$ cat src/gdt_pkg.sv
// Package for the text grid core: grid geometry, request codes, sequencer
// states and the cell memory request bundle. No dependencies.
package gdt_pkg;

	localparam int ROWS_MAX = 8;
	localparam int COLUMNS  = 16;
	localparam int ROW_W    = $clog2(ROWS_MAX);
	localparam int COL_W    = $clog2(COLUMNS);
	localparam int ADDR_W   = ROW_W + COL_W;
	localparam int CELLS    = ROWS_MAX * COLUMNS;
	localparam int CODE_W   = 16;
	localparam int RIU_W    = 4;
	localparam int SLOT_W   = 3;

	localparam logic [CODE_W-1:0] SPACE_CODE   = CODE_W'(16'h0020);
	localparam logic [7:0]        CUSTOM_LIMIT = 8'd8;

	typedef enum logic [3:0] {
		REQ_CLEAR           = 4'd0,
		REQ_SET_CURSOR      = 4'd1,
		REQ_NEWLINE         = 4'd2,
		REQ_WRITE_CP        = 4'd3,
		REQ_WRITE_BYTE      = 4'd4,
		REQ_READ_CELL       = 4'd5,
		REQ_MARK_CELL       = 4'd6,
		REQ_MARK_ALL        = 4'd7,
		REQ_MARK_SLOT       = 4'd8,
		REQ_READ_DIRTY      = 4'd9,
		REQ_CLEAR_DIRTY_ROW = 4'd10,
		REQ_CLEAR_COLUMNS   = 4'd11,
		REQ_ANY_DIRTY       = 4'd12
	} req_t;

	typedef enum logic [1:0] {
		ST_IDLE,
		ST_EXEC,
		ST_SCAN_RD,
		ST_SCAN_CMP
	} st_t;

	typedef struct packed {
		logic              rd_en;
		logic [ADDR_W-1:0] rd_addr;
		logic              wr_en;
		logic [ADDR_W-1:0] wr_addr;
		logic [CODE_W-1:0] wr_data;
		logic              clr;
	} mem_req_t;

endpackage

$ cat src/gdt_cell_mem.sv
// Cell code store: single-port-write, registered-read memory of all grid cells.
// Per-cell valid bits give the space code for cells not written since clear.
// Depends on gdt_pkg.
module gdt_cell_mem (
	input  logic                     clk,
	input  logic                     arst_n,
	input  gdt_pkg::mem_req_t        mem_req,
	output logic [gdt_pkg::CODE_W-1:0] rd_code
);
	import gdt_pkg::*;

	logic [CODE_W-1:0] mem_q [CELLS];
	logic [CELLS-1:0]  valid_q;
	logic [CODE_W-1:0] rd_data_q;
	logic              rd_valid_q;

	always_ff @(posedge clk) begin
		if (mem_req.wr_en) begin
			mem_q[mem_req.wr_addr] <= mem_req.wr_data;
		end
		if (mem_req.rd_en) begin
			rd_data_q <= mem_q[mem_req.rd_addr];
		end
	end

	always_ff @(posedge clk or negedge arst_n) begin
		if (!arst_n) begin
			valid_q    <= '0;
			rd_valid_q <= 1'b0;
		end else begin
			if (mem_req.clr) begin
				valid_q <= '0;
			end else if (mem_req.wr_en) begin
				valid_q[mem_req.wr_addr] <= 1'b1;
			end
			if (mem_req.rd_en) begin
				rd_valid_q <= valid_q[mem_req.rd_addr];
			end
		end
	end

	assign rd_code = rd_valid_q ? rd_data_q : SPACE_CODE;

endmodule

$ cat src/gdt_cmp_unit.sv
// Shared cell compare: matches a stored code and custom flag against an operand.
// Used for write change detection and for the custom slot scan. Depends on gdt_pkg.
module gdt_cmp_unit (
	input  logic [gdt_pkg::CODE_W-1:0] stored_code,
	input  logic                       stored_custom,
	input  logic [gdt_pkg::CODE_W-1:0] op_code,
	input  logic                       op_custom,
	output logic                       match
);
	import gdt_pkg::*;

	assign match = (stored_code == op_code) && (stored_custom == op_custom);

endmodule

$ cat src/text_grid_with_dirty_tracking_core.sv
// Text grid core with per-cell dirty tracking and an auto-advancing cursor.
// Ordering: an accepted request goes to the exec state and loads the result register once the
// output is free; mark_slot first walks the active rows cell by cell through the cell memory
// read port, with a read state and then a compare state per cell. One request at a time; in_stall
// stays high until its result is loaded, so no new request is taken before then.
// Reset is immediate: cell valid bits, flags and cursor clear while arst_n is low.
module text_grid_with_dirty_tracking_core (
	input  logic        clk,
	input  logic        arst_n,
	input  logic        cfg_valid,
	output logic        cfg_ready,
	input  logic [3:0]  rows_in_use,
	input  logic        in_valid,
	output logic        in_stall,
	input  logic [3:0]  req_type,
	input  logic [3:0]  x_col,
	input  logic [2:0]  y_row,
	input  logic [15:0] char_value,
	input  logic [2:0]  slot_number,
	input  logic [15:0] column_mask,
	output logic        out_valid,
	input  logic        out_stall,
	output logic        changed,
	output logic [15:0] cell_code,
	output logic        cell_custom,
	output logic [15:0] row_dirty_bits,
	output logic        dirty_pending,
	output logic        slot_found
);
	import gdt_pkg::*;

	st_t st_q, st_d;

	logic [3:0]        req_q;
	logic [COL_W-1:0]  x_q;
	logic [ROW_W-1:0]  y_q;
	logic [CODE_W-1:0] val_q;
	logic [SLOT_W-1:0] slot_q;
	logic [COLUMNS-1:0] cmask_q;

	logic [RIU_W-1:0]  riu_q;
	logic [COL_W-1:0]  cur_col_q, cur_col_d;
	logic [ROW_W-1:0]  cur_row_q, cur_row_d;
	logic [COLUMNS-1:0] custom_q [ROWS_MAX];
	logic [COLUMNS-1:0] custom_d [ROWS_MAX];
	logic [COLUMNS-1:0] dirty_q  [ROWS_MAX];
	logic [COLUMNS-1:0] dirty_d  [ROWS_MAX];
	logic [ADDR_W-1:0] scan_q, scan_d;
	logic              found_q, found_d;

	logic              out_valid_q;
	logic              changed_q, cell_custom_q, dirty_pending_q, slot_found_q;
	logic [CODE_W-1:0] cell_code_q;
	logic [COLUMNS-1:0] row_dirty_q;

	// sequencer outputs
	logic     in_accept, out_free, exec_go, scan_cmp, scan_last;
	mem_req_t mem_req;

	// datapath
	logic [CODE_W-1:0] rd_code;
	logic [CODE_W-1:0] op_code;
	logic              op_custom, stored_custom, match;
	logic              is_write, y_active, cur_active;
	logic [CODE_W-1:0] new_code;
	logic              new_custom, wr_changed;
	logic [ROW_W-1:0]  scan_row;
	logic [COL_W-1:0]  scan_col;
	logic [ROW_W-1:0]  last_row;
	logic              any_dirty_d;

	// ---------------- configuration ----------------
	assign cfg_ready = 1'b1;

	always_ff @(posedge clk or negedge arst_n) begin
		if (!arst_n) begin
			riu_q <= RIU_W'(1);
		end else if (cfg_valid && cfg_ready) begin
			if (rows_in_use == '0) begin
				riu_q <= RIU_W'(1);
			end else if (rows_in_use > RIU_W'(ROWS_MAX)) begin
				riu_q <= RIU_W'(ROWS_MAX);
			end else begin
				riu_q <= rows_in_use;
			end
		end
	end

	// ---------------- sequencer ----------------
	assign scan_row  = scan_q[ADDR_W-1:COL_W];
	assign scan_col  = scan_q[COL_W-1:0];
	assign last_row  = ROW_W'(riu_q - RIU_W'(1));
	assign scan_last = (scan_row == last_row) && (scan_col == COL_W'(COLUMNS - 1));
	assign out_free  = !out_valid_q || !out_stall;

	always_comb begin
		st_d = st_q;
		case (st_q)
			ST_IDLE: begin
				if (in_valid) begin
					st_d = (req_type == REQ_MARK_SLOT) ? ST_SCAN_RD : ST_EXEC;
				end
			end
			ST_SCAN_RD:  st_d = ST_SCAN_CMP;
			ST_SCAN_CMP: st_d = scan_last ? ST_EXEC : ST_SCAN_RD;
			ST_EXEC: begin
				if (out_free) begin
					st_d = ST_IDLE;
				end
			end
			default: st_d = ST_IDLE;
		endcase
	end

	always_comb begin
		in_accept = 1'b0;
		exec_go   = 1'b0;
		scan_cmp  = 1'b0;
		in_stall  = 1'b1;
		case (st_q)
			ST_IDLE: begin
				in_stall  = 1'b0;
				in_accept = in_valid;
			end
			ST_EXEC:     exec_go  = out_free;
			ST_SCAN_CMP: scan_cmp = 1'b1;
			default: ;
		endcase
	end

	always_ff @(posedge clk or negedge arst_n) begin
		if (!arst_n) begin
			st_q <= ST_IDLE;
		end else begin
			st_q <= st_d;
		end
	end

	// request word latch
	always_ff @(posedge clk) begin
		if (in_accept) begin
			req_q   <= req_type;
			x_q     <= x_col[COL_W-1:0];
			y_q     <= y_row[ROW_W-1:0];
			val_q   <= char_value;
			slot_q  <= slot_number;
			cmask_q <= column_mask[COLUMNS-1:0];
		end
	end

	// ---------------- cell memory and compare unit ----------------
	assign is_write   = (req_q == REQ_WRITE_CP) || (req_q == REQ_WRITE_BYTE);
	assign new_code   = (req_q == REQ_WRITE_BYTE) ? CODE_W'(val_q[7:0]) : val_q;
	assign new_custom = (req_q == REQ_WRITE_BYTE) && (val_q[7:0] < CUSTOM_LIMIT);

	always_comb begin
		if (scan_cmp) begin
			op_code       = CODE_W'(slot_q);
			op_custom     = 1'b1;
			stored_custom = custom_q[scan_row][scan_col];
		end else begin
			op_code       = new_code;
			op_custom     = new_custom;
			stored_custom = custom_q[cur_row_q][cur_col_q];
		end
	end

	gdt_cmp_unit u_cmp (
		.stored_code   (rd_code),
		.stored_custom (stored_custom),
		.op_code       (op_code),
		.op_custom     (op_custom),
		.match         (match)
	);

	assign wr_changed = !match;

	always_comb begin
		mem_req.rd_en   = in_accept || (st_q == ST_SCAN_RD);
		if (st_q == ST_SCAN_RD) begin
			mem_req.rd_addr = scan_q;
		end else if (req_type == REQ_READ_CELL) begin
			mem_req.rd_addr = {y_row[ROW_W-1:0], x_col[COL_W-1:0]};
		end else begin
			mem_req.rd_addr = {cur_row_q, cur_col_q};
		end
		mem_req.wr_en   = exec_go && is_write && wr_changed;
		mem_req.wr_addr = {cur_row_q, cur_col_q};
		mem_req.wr_data = new_code;
		mem_req.clr     = exec_go && (req_q == REQ_CLEAR);
	end

	gdt_cell_mem u_mem (
		.clk     (clk),
		.arst_n  (arst_n),
		.mem_req (mem_req),
		.rd_code (rd_code)
	);

	// ---------------- flags and cursor ----------------
	assign y_active   = RIU_W'(y_q) < riu_q;
	assign cur_active = RIU_W'(cur_row_q) < riu_q;

	always_comb begin
		cur_col_d = cur_col_q;
		cur_row_d = cur_row_q;
		scan_d    = scan_q;
		found_d   = found_q;
		for (int r = 0; r < ROWS_MAX; r++) begin
			custom_d[r] = custom_q[r];
			dirty_d[r]  = dirty_q[r];
		end

		if (in_accept) begin
			scan_d  = '0;
			found_d = 1'b0;
		end

		if (scan_cmp) begin
			scan_d = scan_q + ADDR_W'(1);
			if (match) begin
				dirty_d[scan_row][scan_col] = 1'b1;
				found_d = 1'b1;
			end
		end

		if (exec_go) begin
			case (req_q)
				REQ_CLEAR: begin
					cur_col_d = '0;
					cur_row_d = '0;
					for (int r = 0; r < ROWS_MAX; r++) begin
						custom_d[r] = '0;
						dirty_d[r]  = '0;
					end
				end
				REQ_SET_CURSOR: begin
					cur_col_d = x_q;
					cur_row_d = y_active ? y_q : last_row;
				end
				REQ_NEWLINE: begin
					cur_col_d = '0;
					if (RIU_W'(cur_row_q) + RIU_W'(1) < riu_q) begin
						cur_row_d = cur_row_q + ROW_W'(1);
					end
				end
				REQ_WRITE_CP, REQ_WRITE_BYTE: begin
					if (wr_changed) begin
						custom_d[cur_row_q][cur_col_q] = new_custom;
						if (cur_active) begin
							dirty_d[cur_row_q][cur_col_q] = 1'b1;
						end
					end
					if ((COL_W + 1)'(cur_col_q) + (COL_W + 1)'(1) < (COL_W + 1)'(COLUMNS)) begin
						cur_col_d = cur_col_q + COL_W'(1);
					end else begin
						cur_col_d = '0;
						if (RIU_W'(cur_row_q) + RIU_W'(1) < riu_q) begin
							cur_row_d = cur_row_q + ROW_W'(1);
						end
					end
				end
				REQ_MARK_CELL: begin
					if (y_active) begin
						dirty_d[y_q][x_q] = 1'b1;
					end
				end
				REQ_MARK_ALL: begin
					for (int r = 0; r < ROWS_MAX; r++) begin
						if (RIU_W'(r) < riu_q) begin
							dirty_d[r] = '1;
						end
					end
				end
				REQ_CLEAR_DIRTY_ROW: begin
					if (y_active) begin
						dirty_d[y_q] = '0;
					end
				end
				REQ_CLEAR_COLUMNS: begin
					for (int r = 0; r < ROWS_MAX; r++) begin
						if (RIU_W'(r) < riu_q) begin
							dirty_d[r] = dirty_q[r] & ~cmask_q;
						end
					end
				end
				default: ;
			endcase
		end
	end

	always_comb begin
		any_dirty_d = 1'b0;
		for (int r = 0; r < ROWS_MAX; r++) begin
			if (RIU_W'(r) < riu_q && dirty_d[r] != '0) begin
				any_dirty_d = 1'b1;
			end
		end
	end

	always_ff @(posedge clk or negedge arst_n) begin
		if (!arst_n) begin
			cur_col_q <= '0;
			cur_row_q <= '0;
			scan_q    <= '0;
			found_q   <= 1'b0;
			for (int r = 0; r < ROWS_MAX; r++) begin
				custom_q[r] <= '0;
				dirty_q[r]  <= '0;
			end
		end else begin
			cur_col_q <= cur_col_d;
			cur_row_q <= cur_row_d;
			scan_q    <= scan_d;
			found_q   <= found_d;
			for (int r = 0; r < ROWS_MAX; r++) begin
				custom_q[r] <= custom_d[r];
				dirty_q[r]  <= dirty_d[r];
			end
		end
	end

	// ---------------- result register ----------------
	always_ff @(posedge clk or negedge arst_n) begin
		if (!arst_n) begin
			out_valid_q <= 1'b0;
		end else if (exec_go) begin
			out_valid_q <= 1'b1;
		end else if (out_valid_q && !out_stall) begin
			out_valid_q <= 1'b0;
		end
	end

	always_ff @(posedge clk) begin
		if (exec_go) begin
			changed_q       <= is_write && wr_changed;
			cell_code_q     <= '0;
			cell_custom_q   <= 1'b0;
			row_dirty_q     <= '0;
			dirty_pending_q <= any_dirty_d;
			slot_found_q    <= (req_q == REQ_MARK_SLOT) && found_q;
			if (req_q == REQ_READ_CELL) begin
				cell_code_q   <= y_active ? rd_code : SPACE_CODE;
				cell_custom_q <= y_active && custom_q[y_q][x_q];
			end
			if (req_q == REQ_READ_DIRTY && y_active) begin
				row_dirty_q <= dirty_q[y_q];
			end
		end
	end

	assign out_valid      = out_valid_q;
	assign changed        = changed_q;
	assign cell_code      = cell_code_q;
	assign cell_custom    = cell_custom_q;
	assign row_dirty_bits = 16'(row_dirty_q);
	assign dirty_pending  = dirty_pending_q;
	assign slot_found     = slot_found_q;

endmodule

$ cat config.mk
export PLATFORM = sky130hd
export DESIGN_NAME = text_grid_with_dirty_tracking_core
export DESIGN_NICKNAME = d
export VERILOG_FILES = /design/src/gdt_pkg.sv /design/src/gdt_cell_mem.sv /design/src/gdt_cmp_unit.sv /design/src/text_grid_with_dirty_tracking_core.sv
export SDC_FILE = /design/constraint.sdc
export NUM_CORES = 2
export LEC_CHECK = 0
export BUFFER_PORTS_ARGS = -buffer_cell sky130_fd_sc_hd__buf_2
export CAP_MARGIN = 20
export CORE_UTILIZATION = 40
export CTS_CLUSTER_DIAMETER = 40
export CTS_CLUSTER_SIZE = 24
export DETAILED_ROUTE_END_ITERATION = 7
export GPL_TIMING_DRIVEN = 0
export PLACE_DENSITY = 0.57
export SLEW_MARGIN = 0
export SYNTH_ARGS = -nofsm -noshare
export SYNTH_HDL_FRONTEND = slang
export SYNTH_SLANG_ARGS = --single-unit
export TNS_END_PERCENT = 100
$ cat constraint.sdc
create_clock -name clk -period 5.4 [get_ports clk]
set_input_delay 0.54 -clock clk [delete_from_list [all_inputs] [get_ports clk]]
set_output_delay 0.54 -clock clk [all_outputs]
set_load 0.05 [all_outputs]
==> qor.log <==
qor: drt.detail_route.vias_per_cell 6.40
qor: die.initial_utilization 0.404
qor: pwr.static-leakage-power 47.2 nW
qor: clock_network.cts.path.max_buffers 4
qor: worst_setup_path.setup.reg_to_reg.worst_slack -0.22 ns
qor: synth.synth_cell_type_count 92
qor: synth.netlist_area 111000 sq um
qor: drt.final_antenna_net_count 0
qor: sta.rsz_0062_raised_after_global_routing yes
qor: synth.netlist_instances 6950
qor: worst_setup_path.cpPeakStageDelay 0.54 ns
qor: sta.worst_pin_slew 1.33 ns
qor: min_path.worstHoldPathCells 3
qor: sta.fin_worst_skew 0.0720 ns
qor: min_path.whs_endpoint st_q[0]
qor: worst_setup_path.ws_path_type flip-flop to flip-flop
qor: placed_design.io_buffers 92
qor: worst_setup_path.path_max_fanout 10
qor: sta.min_period_over_period 1.04
qor: clock_network.clkSlewWorstSetupHoldPaths 0.05 ns
qor: global_routing.grt_antenna_before_repair 40
qor: finish.layout-area-overhead-vs-synth 24.6%
qor: die.fp.coreArea 274000 sq um
qor: min_path.hp-class input pin to flip-flop
qor: drt.highest-signal-layer met5
qor: placed_design.gp_routability_congestion 1.07
qor: global_routing.track_usage 0.333
qor: synth.ys_top_cells_by_count edfxtp_1 (2146), mux4_2 (625), a21oi_1 (526), o21ai_0 (498), dfrtp_1 (406)
qor: die.die_w 528 microns
qor: sta.setup_violations 156
qor: synth.yosys-top-cells-area edfxtp_1 (58%), mux4_2 (13%), dfrtp_1 (9.2%)
qor: sta.fin_worst_hold_slack 0.0977 ns
qor: drt.drc_errors 1
qor: worst_setup_path.path_cells buf_12 -> buf_16 -> buf_4 -> nor2b_4 -> buf_12 -> a221o_1 -> a221o_1 -> nand4_1 -> nand4_1 -> buf_4 -> a21o_1 -> a31o_2 -> clkbuf_8 -> clkbuf_4 -> buf_16 -> nand3_1 -> a21oi_1 -> or4_1 -> nor2_4 -> nand3_2 -> o2bb2ai_2 -> or4_1
qor: drt.dr.pass1.iters 8
qor: worst_setup_path.regToRegStartpoint cur_row_q[0]
qor: drt.postRouteWirelength 467 mm
qor: clock_network.cts_tree yes
qor: worst_setup_path.timing.critical_path.depth 22
qor: synth.synth-edff-count 2146
qor: sta.setup_slack -0.215 ns
qor: die.floorplan.die.height 528 microns
qor: placed_design.dpl_hpwl 342 mm
qor: finish.layout.nets 7876
qor: synth.async_flop_share 0.159
qor: worst_setup_path.critical_path.n_buffers_inverters 8
qor: worst_setup_path.cp-end-kind flip-flop
qor: drt.routed-via-count 75900
qor: synth.synthMostInstantiatedCell edfxtp_1
qor: min_path.hp-start in_valid
qor: synth.synth_largest_type_area_fraction 0.582
qor: drt.met1Wirelength 183 mm
qor: synth.postSynthRegisterBits 2553
qor: finish.final_core_util 0.503
qor: worst_setup_path.cp_data_arrival_time 6.28 ns
qor: worst_setup_path.timing.critical_path.max_delay_family simple AND/OR/NAND/NOR gates
qor: global_routing.wire_length_of_the_first_global_routing_pass 633 mm
qor: drt.first_iter_violations 10700
qor: synth.cell_type_contributing_the_most_total_cell_area_after_synthesis edfxtp_1
qor: worst_setup_path.cp-start-kind flip-flop
qor: placed_design.pre_cts_ws -2.88 ns
qor: synth.yosys_most_used_dff edfxtp_1
qor: clock_network.cts-root-buf clkbuf_16
qor: sta.slew_limit_fails 0
qor: worst_setup_path.cell_at_the_slowest_stage_of_the_critical_path dfrtp_2
qor: global_routing.grt.overflow.total 0
qor: finish.drive_above_1_share 0.285
qor: global_routing.grt_pass1_vias 74300
qor: clock_network.cts-htree-levels 5
qor: outcome.outcome complete, but fails checks
qor: drt.met2_length 202 mm
qor: sta.final_hold_viol_count 0
qor: sta.maximum_achievable_frequency 0.178 GHz
qor: synth.yosysWarnings 0
qor: sta.slew_headroom 0.116
qor: pwr.powerDensity 541 nW/um^2
qor: clock_network.clock_latency 0.97 ns
qor: clock_network.clkSinkCount 2553
qor: sta.final.min_clock_period 5.62 ns
qor: outcome.failed_checks design-rule violations, negative setup slack
qor: flow_run.drv_cap 0
qor: die.rows 192
qor: worst_setup_path.reg2regPathDepth 22
qor: pwr.highest_ir_drop_seen_on_vdd 335 uV
qor: worst_setup_path.cp_data_required_time 6.06 ns
qor: synth.postSynthNetCount 7023
qor: synth.yosysSeqAreaShare 0.674
qor: worst_setup_path.reg2reg_to dirty_pending
qor: clock_network.tritoncts.num_buffers 395
qor: global_routing.pin_count_of_the_biggest_net_entering_global_routing 115
qor: drt.met3_wire_length 49.3 mm
qor: die.floorplan.die_area 279000 sq um
qor: drt.route.detailed.wl_per_inst 39.4 microns
qor: die.ios 94
qor: synth.syn-mean-instance-area 15.9 sq um
-- routing by layer --
| layer | track usage | up-vias |
|---|---|---|
| li1 | - | 29900 |
| met4 | 0.193 | 24 |
| met3 | 0.0982 | 1279 |
| met5 | 0.00883 | - |
| met2 | 0.487 | 4732 |
| met1 | 0.439 | 40000 |
-- flip-flops by register name (all words and copies together), names as in the netlist, 2 cells and up --
signal / count
row_dirty_bits: 16
cur_row_q: 3
val_q: 16
cell_code: 16
u_mem.valid_q: 128
st_q: 2
cmask_q: 16
x_q: 4
scan_q: 7
y_q: 3
u_mem.rd_data_q: 16
u_mem.mem_q: 2048
dirty_q: 128
riu_q: 4
cur_col_q: 4
slot_q: 3
req_q: 4
custom_q: 128
-- kinds of logic (layout without fill, tap and decap cells) --
| kind of cell | Yosys count | after routing | share of synthesized area |
|---|---|---|---|
| buffers and inverters | 597 | 1796 | 0.0211 |
| AND/OR/NAND/NOR | 1070 | 1070 | 0.0477 |
| multiplexers | 905 | 905 | 0.154 |
| other | 1 | 18 | 0.0000339 |
| XOR/XNOR | 12 | 12 | 0.000949 |
| AO/OA/AOI/OAI | 1794 | 1794 | 0.101 |
| flip-flops | 2553 | 2553 | 0.674 |
| adder cells (fa/ha/maj) | 18 | 18 | 0.00203 |
-- report_power, final --
| part | switching (W) | internal [W] |
|---|---|---|
| clock | 0.0102 | 0.0162 |
| combinational | 0.0160 | 0.00840 |
| sequential | 0.00110 | 0.0229 |
| total | 0.0273 | 0.0474 |
-- worst max-delay path by stage --
stage	slack, ns	from	end
2_1_floorplan	-0.14	val_q[6]	dirty_pending
6_report	-0.22	cur_row_q[0]	dirty_pending
3_5_place_dp	-2.88	scan_q[6]	u_mem.mem_q[51][6]
5_1_grt	-0.19	cur_row_q[0]	dirty_pending
3_3_place_gp	-6.09	val_q[6]	u_mem.mem_q[59][8]
4_1_cts	-0.10	cur_col_q[1]	u_mem.rd_data_q[8]
-- worst reg2reg max path: stages, from the launching register on --
cell	delay [ns]
dfrtp_2	0.54
buf_12	0.16
buf_16	0.12
buf_4	0.13
nor2b_4	0.05
buf_12	0.13
a221o_1	0.33
a221o_1	0.42
nand4_1	0.15
nand4_1	0.11
buf_4	0.20
a21o_1	0.24
a31o_2	0.32
clkbuf_8	0.23
clkbuf_4	0.22
buf_16	0.18
nand3_1	0.11
a21oi_1	0.12
or4_1	0.50
nor2_4	0.28
nand3_2	0.14
o2bb2ai_2	0.19
or4_1	0.51
-- stage by stage --
step                      setup TNS, ns  total power, W  instance area (sq um)  cells
after floorplan                  -0.137          0.0360                 111000   6950
after global placement                -          0.0462                 116000  10700
after detailed placement       -3978.78          0.0469                 121000  11000
after CTS                        -0.711          0.0740                 137000  11800
after global routing             -0.481          0.0763                 138000  11800
final                             -5.57          0.0747                 138000  11900
-- layout by cell type (no fill, tap or decap), drive strengths merged, types with 51 or more instances in the layout --
cell type,synthesis,final
nor3,78,78
nand3,78,78
clkbuf,376,818
nand2b,58,58
edfxtp,2146,2146
inv,51,115
dfrtp,406,406
clkinvlp,0,51
nor2b,142,142
a21oi,526,526
mux4,625,625
buf,168,548
mux2i,185,185
nand2,215,215
and2,52,52
o21ai,503,503
mux2,95,95
nor2,323,323
dlygate4sd3,0,55
a211oi,118,118
o31ai,66,66
clkinv,2,143
o21a,146,146
o211ai,58,58
-- area by class of cell --
cell class	count	area, sq um
diodes	17	42.5
plain buffers	526	2810
clock buffers	441	10200
clock inverters	302	3630
fillers	22900	136000
inverters	53	229
multi-input cells	3800	35200
flip-flops and latches	2553	74600
well taps	3686	4610
repair buffers	474	6600
-- what timing repair did --
action | 4_1_cts | 5_1_grt
pin swaps | 34 | 15
endpoints found under the setup margin | 2426 | 346
hold buffers | 55 | 0
gates resized for setup | 461 | 132
buffers inserted | 43 | 14
endpoints found under the hold margin | 120 | 0
cloned | 1 | 1
Note: power is estimated with default switching activity, not from simulation.
